`src/rtl/core/xsr_pkg.sv`:
```
package xsr_pkg;

    // Item codes
    localparam logic ACT_DRAW   = 1'b0;
    localparam logic ACT_RESEED = 1'b1;

    // Register map: one 64-bit register, index taken from paddr[3]
    localparam int  PADDR_W       = 4;
    localparam int  PDATA_W       = 64;
    localparam int  REG_IDX_BIT   = 3;
    localparam logic REG_IDX_SEED = 1'b0;

    // splitmix64 constants
    localparam logic [63:0] GOLDEN_GAMMA = 64'h9e3779b97f4a7c15;
    localparam logic [63:0] MIX_C1       = 64'hbf58476d1ce4e5b9;
    localparam logic [63:0] MIX_C2       = 64'h94d049bb133111eb;
    localparam int          SM_SHIFT_A   = 30;
    localparam int          SM_SHIFT_B   = 27;
    localparam int          SM_SHIFT_C   = 31;

    // xoshiro256++ rotate / shift amounts
    localparam int XO_ROT_OUT = 23;
    localparam int XO_SHIFT   = 17;
    localparam int XO_ROT_S3  = 45;

    localparam int FRAC_W = 53;
    localparam int PROB_W = 54;

    typedef enum logic [3:0] {
        ST_IDLE,
        ST_LOAD,
        ST_ADD,
        ST_MUL_LL,
        ST_MUL_LH,
        ST_MUL_HL,
        ST_MUL_ACC,
        ST_MIX,
        ST_DONE
    } t_state;

    // which 32x32 partial product of the 64x64 low-half multiply
    typedef enum logic [1:0] {
        PART_LL,
        PART_LH,
        PART_HL
    } t_mul_part;

    typedef struct packed {
        logic      load_seed;   // acc <= seed (or zero during boot)
        logic      use_zero;
        logic      add_gold;    // acc += gamma, z <= mix30(acc)
        logic      mul_en;      // pp <= partial product
        t_mul_part mul_part;
        logic      acc_first;   // prod <= pp
        logic      acc_cross;   // prod += pp << 32
        logic      mix;         // round 0: z <= mix27(prod); round 1: store mix31(prod)
        logic      round;
        logic [1:0] word_idx;
        logic      fix_sum;     // sum <= s0 + s3
        logic      draw;
        logic      ack_reseed;
    } t_dp_cmd;

    typedef struct packed {
        logic out_valid;
    } t_dp_stat;

endpackage

```
`src/rtl/core/xsr_regs.sv`:
```
module xsr_regs
    import xsr_pkg::*;
(
    input  logic               i_clk,
    input  logic               i_rst_n,
    input  logic               psel,
    input  logic               penable,
    input  logic               pwrite,
    input  logic [PADDR_W-1:0] paddr,
    input  logic [PDATA_W-1:0] pwdata,
    output logic [PDATA_W-1:0] prdata,
    output logic               pready,
    output logic [63:0]        o_seed
);

    logic [63:0] r_seed;
    logic        w_hit_seed;

    assign w_hit_seed = (paddr[REG_IDX_BIT] == REG_IDX_SEED);
    assign pready     = 1'b1;

    always_ff @(posedge i_clk) begin
        if (!i_rst_n) begin
            r_seed <= '0;
        end else if (psel && penable && pwrite && pready && w_hit_seed) begin
            r_seed <= pwdata;
        end
    end

    assign prdata = w_hit_seed ? r_seed : '0;
    assign o_seed = r_seed;

endmodule

```
`src/rtl/core/xsr_ctrl.sv`:
```
module xsr_ctrl
    import xsr_pkg::*;
(
    input  logic     i_clk,
    input  logic     i_rst_n,
    input  logic     i_in_valid,
    input  logic     i_action,
    input  logic     i_out_ready,
    input  t_dp_stat i_stat,
    output logic     o_in_ready,
    output t_dp_cmd  o_cmd
);

    t_state     r_state, n_state;
    logic [1:0] r_word, n_word;
    logic       r_round, n_round;
    logic       r_boot, n_boot;
    logic       w_out_free;

    assign w_out_free = !i_stat.out_valid || i_out_ready;

    always_ff @(posedge i_clk) begin
        if (!i_rst_n) begin
            r_state <= ST_LOAD;
            r_word  <= '0;
            r_round <= 1'b0;
            r_boot  <= 1'b1;
        end else begin
            r_state <= n_state;
            r_word  <= n_word;
            r_round <= n_round;
            r_boot  <= n_boot;
        end
    end

    always_comb begin
        n_state        = r_state;
        n_word         = r_word;
        n_round        = r_round;
        n_boot         = r_boot;
        o_in_ready     = 1'b0;
        o_cmd          = '0;
        o_cmd.round    = r_round;
        o_cmd.word_idx = r_word;
        o_cmd.mul_part = PART_LL;
        unique case (r_state)
            ST_IDLE: begin
                o_in_ready = w_out_free;
                if (i_in_valid && w_out_free) begin
                    if (i_action == ACT_RESEED) begin
                        n_state = ST_LOAD;
                    end else begin
                        o_cmd.draw = 1'b1;
                    end
                end
            end
            ST_LOAD: begin
                o_cmd.load_seed = 1'b1;
                o_cmd.use_zero  = r_boot;
                n_word          = '0;
                n_state         = ST_ADD;
            end
            ST_ADD: begin
                o_cmd.add_gold = 1'b1;
                n_round        = 1'b0;
                n_state        = ST_MUL_LL;
            end
            ST_MUL_LL: begin
                o_cmd.mul_en   = 1'b1;
                o_cmd.mul_part = PART_LL;
                n_state        = ST_MUL_LH;
            end
            ST_MUL_LH: begin
                o_cmd.mul_en    = 1'b1;
                o_cmd.mul_part  = PART_LH;
                o_cmd.acc_first = 1'b1;
                n_state         = ST_MUL_HL;
            end
            ST_MUL_HL: begin
                o_cmd.mul_en    = 1'b1;
                o_cmd.mul_part  = PART_HL;
                o_cmd.acc_cross = 1'b1;
                n_state         = ST_MUL_ACC;
            end
            ST_MUL_ACC: begin
                o_cmd.acc_cross = 1'b1;
                n_state         = ST_MIX;
            end
            ST_MIX: begin
                o_cmd.mix = 1'b1;
                if (!r_round) begin
                    n_round = 1'b1;
                    n_state = ST_MUL_LL;
                end else if (r_word == 2'd3) begin
                    n_state = ST_DONE;
                end else begin
                    n_word  = r_word + 2'd1;
                    n_state = ST_ADD;
                end
            end
            ST_DONE: begin
                o_cmd.fix_sum = 1'b1;
                if (r_boot) begin
                    n_boot  = 1'b0;
                    n_state = ST_IDLE;
                end else if (w_out_free) begin
                    o_cmd.ack_reseed = 1'b1;
                    n_state          = ST_IDLE;
                end
            end
            default: begin
                n_state = ST_IDLE;
            end
        endcase
    end

    a_reseed_starts: assert property (@(posedge i_clk) disable iff (!i_rst_n)
        (r_state == ST_IDLE && i_in_valid && o_in_ready && i_action == ACT_RESEED)
        |=> (r_state == ST_LOAD))
        else $error("reseed transfer did not start expansion");

    a_boot_done_in_idle: assert property (@(posedge i_clk) disable iff (!i_rst_n)
        (r_state == ST_IDLE) |-> !r_boot)
        else $error("idle reached with boot expansion pending");

    a_ack_needs_room: assert property (@(posedge i_clk) disable iff (!i_rst_n)
        o_cmd.ack_reseed |-> (w_out_free && !r_boot))
        else $error("reseed result issued without output room");

endmodule

```
`src/rtl/core/xsr_dpath.sv`:
```
module xsr_dpath
    import xsr_pkg::*;
(
    input  logic              i_clk,
    input  logic              i_rst_n,
    input  t_dp_cmd           i_cmd,
    input  logic [63:0]       i_seed,
    input  logic [PROB_W-1:0] i_probability,
    input  logic              i_out_ready,
    output t_dp_stat          o_stat,
    output logic              o_out_valid,
    output logic [63:0]       o_raw_value,
    output logic [FRAC_W-1:0] o_fraction_bits,
    output logic              o_bernoulli_hit,
    output logic              o_reseeded
);

    // generator state, plus s0 + s3 kept ready for the next draw
    logic [63:0] r_s [4];
    logic [63:0] r_sum;

    // splitmix64 working registers
    logic [63:0] r_acc, r_z, r_pp, r_prod;

    // output register
    logic              r_out_valid;
    logic [63:0]       r_raw;
    logic [PROB_W-1:0] r_prob;
    logic              r_reseeded;

    logic [63:0] w_gold_sum, w_const;
    logic [31:0] w_mul_a, w_mul_b;
    logic [63:0] w_pp;
    logic [63:0] w_rot, w_res, w_t;
    logic [63:0] n_s0, n_s1, n_s2, n_s3;

    // ---- splitmix64 ----
    assign w_gold_sum = r_acc + GOLDEN_GAMMA;
    assign w_const    = i_cmd.round ? MIX_C2 : MIX_C1;

    always_comb begin
        case (i_cmd.mul_part)
            PART_LL: begin
                w_mul_a = r_z[31:0];
                w_mul_b = w_const[31:0];
            end
            PART_LH: begin
                w_mul_a = r_z[31:0];
                w_mul_b = w_const[63:32];
            end
            PART_HL: begin
                w_mul_a = r_z[63:32];
                w_mul_b = w_const[31:0];
            end
            default: begin
                w_mul_a = '0;
                w_mul_b = '0;
            end
        endcase
    end

    assign w_pp = w_mul_a * w_mul_b;

    // ---- xoshiro256++ step ----
    assign w_rot = {r_sum[63-XO_ROT_OUT:0], r_sum[63:64-XO_ROT_OUT]};
    assign w_res = w_rot + r_s[0];
    assign w_t   = r_s[1] << XO_SHIFT;
    assign n_s2  = r_s[2] ^ r_s[0] ^ w_t;
    assign n_s1  = r_s[1] ^ r_s[2] ^ r_s[0];
    assign n_s0  = r_s[0] ^ r_s[3] ^ r_s[1];
    assign n_s3  = {(r_s[3][63-XO_ROT_S3:0] ^ r_s[1][63-XO_ROT_S3:0]),
                    (r_s[3][63:64-XO_ROT_S3] ^ r_s[1][63:64-XO_ROT_S3])};

    always_ff @(posedge i_clk) begin
        if (i_cmd.load_seed) begin
            r_acc <= i_cmd.use_zero ? '0 : i_seed;
        end else if (i_cmd.add_gold) begin
            r_acc <= w_gold_sum;
        end
        if (i_cmd.add_gold) begin
            r_z <= w_gold_sum ^ (w_gold_sum >> SM_SHIFT_A);
        end else if (i_cmd.mix && !i_cmd.round) begin
            r_z <= r_prod ^ (r_prod >> SM_SHIFT_B);
        end
        if (i_cmd.mul_en) begin
            r_pp <= w_pp;
        end
        if (i_cmd.acc_first) begin
            r_prod <= r_pp;
        end else if (i_cmd.acc_cross) begin
            r_prod <= r_prod + {r_pp[31:0], 32'b0};
        end
        if (i_cmd.draw) begin
            r_s[0] <= n_s0;
            r_s[1] <= n_s1;
            r_s[2] <= n_s2;
            r_s[3] <= n_s3;
            r_sum  <= n_s0 + n_s3;
        end else begin
            if (i_cmd.mix && i_cmd.round) begin
                r_s[i_cmd.word_idx] <= r_prod ^ (r_prod >> SM_SHIFT_C);
            end
            if (i_cmd.fix_sum) begin
                r_sum <= r_s[0] + r_s[3];
            end
        end
    end

    // ---- output register ----
    always_ff @(posedge i_clk) begin
        if (!i_rst_n) begin
            r_out_valid <= 1'b0;
        end else if (i_cmd.draw || i_cmd.ack_reseed) begin
            r_out_valid <= 1'b1;
        end else if (i_out_ready) begin
            r_out_valid <= 1'b0;
        end
    end

    always_ff @(posedge i_clk) begin
        if (i_cmd.draw) begin
            r_raw      <= w_res;
            r_prob     <= i_probability;
            r_reseeded <= 1'b0;
        end else if (i_cmd.ack_reseed) begin
            r_raw      <= '0;
            r_prob     <= '0;
            r_reseeded <= 1'b1;
        end
    end

    assign o_stat.out_valid = r_out_valid;
    assign o_out_valid      = r_out_valid;
    assign o_raw_value      = r_raw;
    assign o_fraction_bits  = r_raw[63:64-FRAC_W];
    assign o_bernoulli_hit  = ({1'b0, r_raw[63:64-FRAC_W]} < r_prob);
    assign o_reseeded       = r_reseeded;

    a_no_overwrite: assert property (@(posedge i_clk) disable iff (!i_rst_n)
        (i_cmd.draw || i_cmd.ack_reseed) |-> (!r_out_valid || i_out_ready))
        else $error("result register overwritten before transfer");

    a_reseed_result_zero: assert property (@(posedge i_clk) disable iff (!i_rst_n)
        (r_out_valid && r_reseeded) |-> (r_raw == '0 && r_prob == '0))
        else $error("reseed result carries draw data");

endmodule

```
`src/rtl/core/xoshiro256pp_random_generator.sv`:
```
// Channel  | handshake                  | payload
// ---------+----------------------------+--------------------------------------------
// in       | i_in_valid / o_in_ready    | i_action, i_probability
// out      | o_out_valid / i_out_ready  | o_raw_value, o_fraction_bits,
//          |                            | o_bernoulli_hit, o_reseeded
// config   | psel, penable, pwrite      | paddr, pwdata, prdata (seed at 0x0)
//
// Draw: one transfer per cycle while the output is free; the result lands in the
//   output register the next cycle. Reseed: 4 splitmix64 rounds on one 32x32
//   multiplier, plus load and finish; input ready is low meanwhile.
// Reset: the same expansion runs on seed zero, no result is produced.
// A stalled output holds the result; the input is ready again in the cycle it is taken.
module xoshiro256pp_random_generator
    import xsr_pkg::*;
(
    input  logic               i_clk,
    input  logic               i_rst_n,
    // input channel
    input  logic               i_in_valid,
    output logic               o_in_ready,
    input  logic               i_action,
    input  logic [PROB_W-1:0]  i_probability,
    // output channel
    output logic               o_out_valid,
    input  logic               i_out_ready,
    output logic [63:0]        o_raw_value,
    output logic [FRAC_W-1:0]  o_fraction_bits,
    output logic               o_bernoulli_hit,
    output logic               o_reseeded,
    // configuration port
    input  logic               psel,
    input  logic               penable,
    input  logic               pwrite,
    input  logic [PADDR_W-1:0] paddr,
    input  logic [PDATA_W-1:0] pwdata,
    output logic [PDATA_W-1:0] prdata,
    output logic               pready
);

    logic [63:0] w_seed;
    t_dp_cmd     w_cmd;
    t_dp_stat    w_stat;

    // seed register
    xsr_regs u_regs (
        .i_clk   (i_clk),
        .i_rst_n (i_rst_n),
        .psel    (psel),
        .penable (penable),
        .pwrite  (pwrite),
        .paddr   (paddr),
        .pwdata  (pwdata),
        .prdata  (prdata),
        .pready  (pready),
        .o_seed  (w_seed)
    );

    // sequencer: draws issue straight from idle, reseeds walk the multiply steps
    xsr_ctrl u_ctrl (
        .i_clk       (i_clk),
        .i_rst_n     (i_rst_n),
        .i_in_valid  (i_in_valid),
        .i_action    (i_action),
        .i_out_ready (i_out_ready),
        .i_stat      (w_stat),
        .o_in_ready  (o_in_ready),
        .o_cmd       (w_cmd)
    );

    // state words, splitmix64 unit and output register
    xsr_dpath u_dpath (
        .i_clk           (i_clk),
        .i_rst_n         (i_rst_n),
        .i_cmd           (w_cmd),
        .i_seed          (w_seed),
        .i_probability   (i_probability),
        .i_out_ready     (i_out_ready),
        .o_stat          (w_stat),
        .o_out_valid     (o_out_valid),
        .o_raw_value     (o_raw_value),
        .o_fraction_bits (o_fraction_bits),
        .o_bernoulli_hit (o_bernoulli_hit),
        .o_reseeded      (o_reseeded)
    );

endmodule

```
`config.mk`:
```
export PLATFORM = sky130hd
export DESIGN_NAME = xoshiro256pp_random_generator
export DESIGN_NICKNAME = d
export VERILOG_FILES = /design/src/rtl/core/xsr_pkg.sv /design/src/rtl/core/xsr_regs.sv /design/src/rtl/core/xsr_ctrl.sv /design/src/rtl/core/xsr_dpath.sv /design/src/rtl/core/xoshiro256pp_random_generator.sv
export SDC_FILE = /design/constraint.sdc
export NUM_CORES = 2
export LEC_CHECK = 0
export BUFFER_PORTS_ARGS = -buffer_cell sky130_fd_sc_hd__buf_2
export CAP_MARGIN = 10
export CORE_ASPECT_RATIO = 1.5
export CORE_MARGIN = 2
export CORE_UTILIZATION = 50
export CTS_CLUSTER_SIZE = 16
export DETAILED_ROUTE_END_ITERATION = 12
export GPL_TIMING_DRIVEN = 0
export PLACE_DENSITY = 0.69
export SYNTH_ARGS = -nofsm -noshare
export SYNTH_HDL_FRONTEND = slang
export SYNTH_SLANG_ARGS = --single-unit
```
`constraint.sdc`:
```
create_clock -name i_clk -period 8.8 [get_ports i_clk]
set_input_delay 0 -clock i_clk [delete_from_list [all_inputs] [get_ports i_clk]]
set_output_delay 0 -clock i_clk [all_outputs]
set_load 0.05 [all_outputs]
```
# After elaboration in Yosys (flattened, before gate mapping)
# Memory sizes are Yosys's and may differ from the RTL's.
# Cells that the tools add are included.
# W data, S select, Z words.
[word_totals]
regBits = 512
mem_bits_rw = 256
out_inout_bits = 186
elab_cells = 129
n_memories = 1
[classes]
addsub = 6
multipliers = 1
magnitude_cmp = 1
eq_ne = 16
mux = 52
bitwise = 12
reduce_logical = 26
[mem_list]
columns = ["memory", "words", "width", "rd", "rd_clocked_by_memory_dff", "wr", "line_no", "rtl"]
rows = [
  ["u_dpath.r_s", 4, 64, 4, 0, 4, "xsr_dpath.sv:19", "logic [63:0] r_s [4];"],
]
[ops]
columns = ["operator", "count"]
rows = [
  ["$mux W64", 13],
  ["$xor A64 B64 Y64", 6],
  ["$add A64 B64 Y64", 4],
  ["$pmux W32 S2", 2],
  ["$mux W54", 2],
  ["$add A64 B64 Y64 const B", 1],
  ["$mul A32 B32 Y64", 1],
  ["$reduce_or A64 Y1", 1],
  ["$xor A64 B33 Y64", 1],
  ["$xor A64 B34 Y64", 1],
  ["$xor A64 B37 Y64", 1],
  ["$mux W62", 1],
  ["$lt A53 B54 Y1", 1],
  ["$xor A45 B45 Y45", 1],
  ["$pmux W4 S9", 1],
  ["$mux W4", 6],
  ["$mux W1", 20],
  ["$xor A19 B19 Y19", 1],
  ["$eq A4 B3 Y1 const B", 4],
  ["$reduce_bool A2 Y1", 8],
  ["$pmux W3 S3", 1],
  ["$eq A4 B2 Y1 const B", 2],
  ["$mux W2", 4],
  ["$logic_and A1 B1 Y1", 6],
  ["other kinds (17)", 25],
]

# Longest topological paths before layout
[depth]
word_depth = 9
depth_mapped = 38
depth_no_buf = 35

# By module
# A second synthesis with hierarchy kept.
[unflattened]
hier_cells = 8063
hier_area_um2 = 79419.9
[modules_own_cells]
columns = ["module", "n_inst", "cells_each", "area_each_um2"]
rows = [
  ["xsr_dpath", 1, 7644, 75844.0],
  ["xsr_regs", 1, 351, 3039.2],
  ["xsr_ctrl", 1, 68, 536.8],
]

# Worst setup path after synthesis
# OpenSTA, ideal clock, no wires.
[synth_path]
path_kind = "reg-to-reg"
from = "register u_ctrl.r_state[2]"
to = "register u_dpath.r_pp[62] (data pin)"
setup_ps = 259
arrival_time_ps = 9196
required_ps = 8541
slack_ps = -656
stages_incl_launch_ff = 32
path_buffers = 3
path_cell_list = "dfxtp_1 > clkbuf_1 > nor2b_1 > nand2_1 > clkinv_1 > clkbuf_1 > buf_1 > nor2_1 > fa_1 > fa_1 > inv_1 > fa_1 > fa_1 > inv_1 > fa_1 > fa_1 > fa_1 > inv_1 > fa_1 > inv_1 > ha_1 > inv_1 > nor3_1 > nand3_1 > or4_1 > o22ai_1 > o21ai_0 > o31ai_1 > nand4_1 > nand2_1 > a41oi_1 > xnor2_1"
[synth_via]
elab_chain_len = 6
elab_cells_between_ends = 12
cone_classes = "mul (1); eq/ne (5); mux (3); reduce/logical (3)"
[synth_lines]
columns = ["item", "line_no", "rtl"]
rows = [
  ["start: declaration", "xsr_ctrl.sv:14", "t_state r_state, n_state;"],
  ["start signal: assignment", "xsr_ctrl.sv:29", "r_state <= n_state;"],
  ["$eq A4 B3 Y1 / $eq A4 B2 Y1 (equally long branches)", "xsr_ctrl.sv:46", "unique case (r_state)"],
  ["$pmux W3 S3 *", "xsr_ctrl.sv:46", ""],
  ["$eq A2 B1 Y1, or another cell as far along", "xsr_dpath.sv:42", "case (i_cmd.mul_part)"],
  ["$reduce_or A2 Y1 (no line)", "--", ""],
  ["$pmux W32 S2", "xsr_dpath.sv:42", ""],
  ["$mul A32 B32 Y64 *", "xsr_dpath.sv:62", "assign w_pp = w_mul_a * w_mul_b;"],
  ["net u_dpath.w_pp[62]", "xsr_dpath.sv:33", "logic [63:0] w_pp;"],
  ["end signal: assignment", "xsr_dpath.sv:86", "r_pp <= w_pp;"],
  ["end: declaration", "xsr_dpath.sv:23", "logic [63:0] r_acc, r_z, r_pp, r_prod;"],
]
# Mark *: on every way through the listed nets, which the timed path passes. The rest lies on a longest branch.
# A chain may end at the register's enable or synchronous reset.

# Final worst setup path
[layout_path]
from = "register u_ctrl.r_state[1]"
to = "register u_dpath.r_pp[63] (data pin)"
# Same word-level chain as after synthesis.

==> impl.org <==
** Routing
- Drt pass-1 iters :: 6
- In this run the remaining antenna-violating nets after routing total 0.
- Via-to-Cell Ratio :: 6.00
- Vias :: about 67000
- The detailed router finished its first iteration with 5953 violations.
- Post-detailed-routing wire length :: about 370 mm
- Detail-routed net length per standard cell :: 33.3 um
- For this run, design rule violations remaining after detail routing come to 0.

** STA
- Fmax achieved :: 109 MHz
- Period utilisation layout :: 1.04
- Worst slew margin relative to its limit :: -0.128
- Adding up every negative setup slack in the final design gives -3.12 ns.
- Clk_skew :: roughly 0.042 ns
- Setup violations remaining at the end of the flow were counted as 18.
- Setup repair after global routing could not meet its margin everywhere.
- The final-report hold violation count came to 0.
- Worst setup margin :: -0.382 ns
- Slew of the pin with the lowest slew margin :: 1.68 ns
- Number of pins exceeding their max-slew limit in the final report :: 12
- The worst path in the final design needs a cycle of 9.18 ns, including I/O delays and setup.

** Global routing
- The first global-routing pass estimated 508 mm of wire.
- For this run, the total global-route usage over all layers was measured as 0.460.
- Vias in the first global route :: 68452
- Final global-route overflow total :: 0
- The initial antenna violation count was 22.
- Pin count of the biggest net entering global routing :: 74

** Place
- Placer congestion estimate :: 1.11
- The HPWL after detailed placement is 300 mm.
- Port buffering added 310 buffers.

** CTS
- Clock latency on the worst-skew pair, taken at its later pin, is ~0.74 ns.
- CTS placed an instance of clkbuf_16 at the clock tree root.
- CTS clock-pin slew for the worst setup and hold paths :: 0.08 ns
- In this run the deepest clock path goes through 3 buffers.
- CTS H-Tree Depth :: 3
- Buffers inserted during clock tree synthesis total 84.
- TritonCTS built the clock tree.
- Counting every sink on the clock net gives 768.

** Setup path
- For the worst setup path, the data required time is 9.29 ns.
- Critical Setup Path Class :: reg2reg
- The worst setup path is captured at a register.
- For this run, the slowest stage of the critical path takes 0.80 ns.
- By instance count, the cell type seen most on the critical path is fa_1.
- Cell with the largest stage delay on the worst path :: a21oi_1
- Data on the critical path arrives at its endpoint at 9.67 ns.
- Along the worst path, the maximum fanout reaches 10.
- Critical path startpoint category :: register
- Grouping stages by cell kind, the critical path spends the most delay in adder cells.
- Buffering stage count on the worst path with inverters included :: 8

** Logic synthesis
- In this run the mean area of a mapped cell was 9.66 sq um.
- Of all cell types, the one taking the most synthesized area is edfxtp_1.
- Cell area after technology mapping :: 78400 sq um
- Post-Synthesis Net Count :: 9682
- Area contributors post-synth :: edfxtp_1 (27%), fa_1 (21%), ha_1 (10%)
- For this run, the leading register cell type out of synthesis is edfxtp_1.
- Post-synth EDFFs :: 694
- For this run, asynchronously set or reset flops after synthesis account for 0.
- Synthesized flop and latch total :: 768
- Number of warnings printed during yosys synthesis :: 0
- Number of standard cells after synthesis :: 8121
- Portion of the post-synthesis area used by sequential elements :: 0.285
- Proportion of netlist area held by the largest area contributor :: 0.266
- Counting distinct cell types in the post-synthesis netlist gives 100.

** Cells and area
- Synth-to-Final Area Change :: 19.3%
- Number of filler cells placed in the layout :: 13585
- Of the cells placed in the final design, the portion with a size suffix greater than 1 is 0.166.
- Register Area :: 22300 sq um
- Total area of multi-input combinational cells :: around 53000 sq um
- In the final design database the tool counted 10545 nets.

** Worst hold path
- The min-delay analysis places its worst path in the category in2reg.

** Floorplan
- 316 I/O pins were placed.
- Core region area :: 156000 sq um
- Standard-cell row count :: 178
- Initial Util :: 0.502
- Overall die area :: 160000 sq um
- In this run the horizontal extent of the chip is 327 um.
- Die outline height :: approximately 490 um

** Job
- Across the run, the number of max-cap violations was 3.

** Status
- The final reports fail on capacitance limit, slew limit, setup timing.
- The flow ran to the end, but the final reports show violations.
## layout by cell type, fill, tap and decap left out, drive strengths merged, types with 13 or more instances in the layout
cell / count
a211oi: 26
a21boi: 77
a21o: 175
a21oi: 540
a31oi: 35
and2: 80
and3: 91
buf: 773
clkbuf: 393
clkinv: 35
clkinvlp: 30
dfxtp: 74
diode: 27
dlygate4sd3: 122
edfxtp: 694
fa: 804
ha: 627
inv: 1108
mux2: 32
mux2i: 57
nand2: 665
nand2b: 78
nand3: 61
nand3b: 65
nand4: 79
nor2: 647
nor2b: 103
nor3: 71
o211ai: 20
o21a: 32
o21ai: 463
o21bai: 59
o31ai: 24
o41ai: 13
or2: 15
or3: 21
xnor2: 347
xor2: 385
## through the flow
step / cell area (sq um) / util / worst slack, ns / cells / hold slack [ns]
after floorplan: 78600 / - / 0.000737 / 8121 / 0.145
after global placement: 82700 / 0.529 / -4.82 / 10501 / 0.252
after detailed placement: 83300 / 0.533 / -4.76 / 10524 / 0.263
after CTS: 92100 / 0.589 / -0.0684 / 11032 / 0.0489
after global routing: 93500 / 0.598 / -0.593 / 11134 / 0.0801
final: 93500 / 0.598 / -0.382 / 11143 / 0.0623
## final timing paths
kind                                   startpoint                 to  slack, ns  cells past startpoint
worst max-delay path            u_ctrl.r_state[1]   u_dpath.r_pp[63]      -0.38                     30
worst min-delay path                    pwdata[9]   u_regs.o_seed[9]       0.06                      4
worst max register to register  u_ctrl.r_state[1]   u_dpath.r_pp[63]      -0.38                     30
worst min register to register  u_regs.o_seed[35]  u_regs.o_seed[35]       0.49                      2
## routing by layer
layer	GRT usage	wire length, um
met5	0	28
met2	0.774	177000
met4	0.566	57400
met3	0.0866	24100
met1	0.432	112000
## cell usage after synthesis, drive strengths merged (65+ instances only)
cell type	count
inv	1130
fa	804
edfxtp	694
nand2	665
nor2	647
ha	627
a21oi	540
o21ai	463
xor2	385
xnor2	347
clkbuf	306
a21o	175
buf	104
nor2b	103
and3	91
and2	80
nand4	79
nand2b	78
a21boi	77
dfxtp	74
nor3	71
nand3b	65
## kinds of logic (layout without fill, tap and decap cells)
family / count (synthesis) / in the layout / synth area share
fa+ha+maj: 1431 / 1431 / 0.305
buf+inv: 1543 / 2468 / 0.0766
mux: 89 / 89 / 0.0119
other cells: 1 / 28 / 0.0000478
flops: 768 / 768 / 0.285
compound gates: 1550 / 1550 / 0.121
simple gates: 2006 / 2006 / 0.118
xor+xnor: 733 / 733 / 0.0821
## worst register-to-register path, delay by kind of cell, from the launching register on
family	cells	cell delay [ns]
adder cells (fa/ha/maj)	9	4.11
AO/OA/AOI/OAI	8	2.38
buffers and inverters	8	1.44
AND/OR/NAND/NOR	4	0.61
flip-flops	1	0.35
XOR/XNOR	1	0.08
## sequential cells by signal, summed over array words and instances, names as in the netlist, 54 cells and up
register / cells
u_dpath.r_sum: 64
u_dpath.r_prod: 64
u_dpath.r_z: 64
u_dpath.r_s: 256
u_regs.o_seed: 64
u_dpath.r_prob: 54
u_dpath.o_raw_value: 64
u_dpath.r_pp: 64
u_dpath.r_acc: 64
## timing repair
action / in CTS / in global routing
setup endpoints to repair: 55 / 23
gates cloned: 2 / 0
resized for setup: 688 / 211
pin swaps: 221 / 151
hold buffers: 122 / 0
buffers inserted: 256 / 81
endpoints found under the hold margin: 123 / 0
## cell type report
class | count | area share
multi-input combinational | 5810 | 0.563
sequential | 768 | 0.239
clock inverter | 45 | 0.00439
clock buffer | 103 | 0.0240
buffer | 392 | 0.0236
inverter | 1133 | 0.0469
antenna | 27 | 0.000722
tap | 2070 | 0.0277
timing repair buffer | 795 | 0.0707
Power is not shown: default switching activity piles up to over one toggle a cycle in this logic, so the estimate is an artifact.
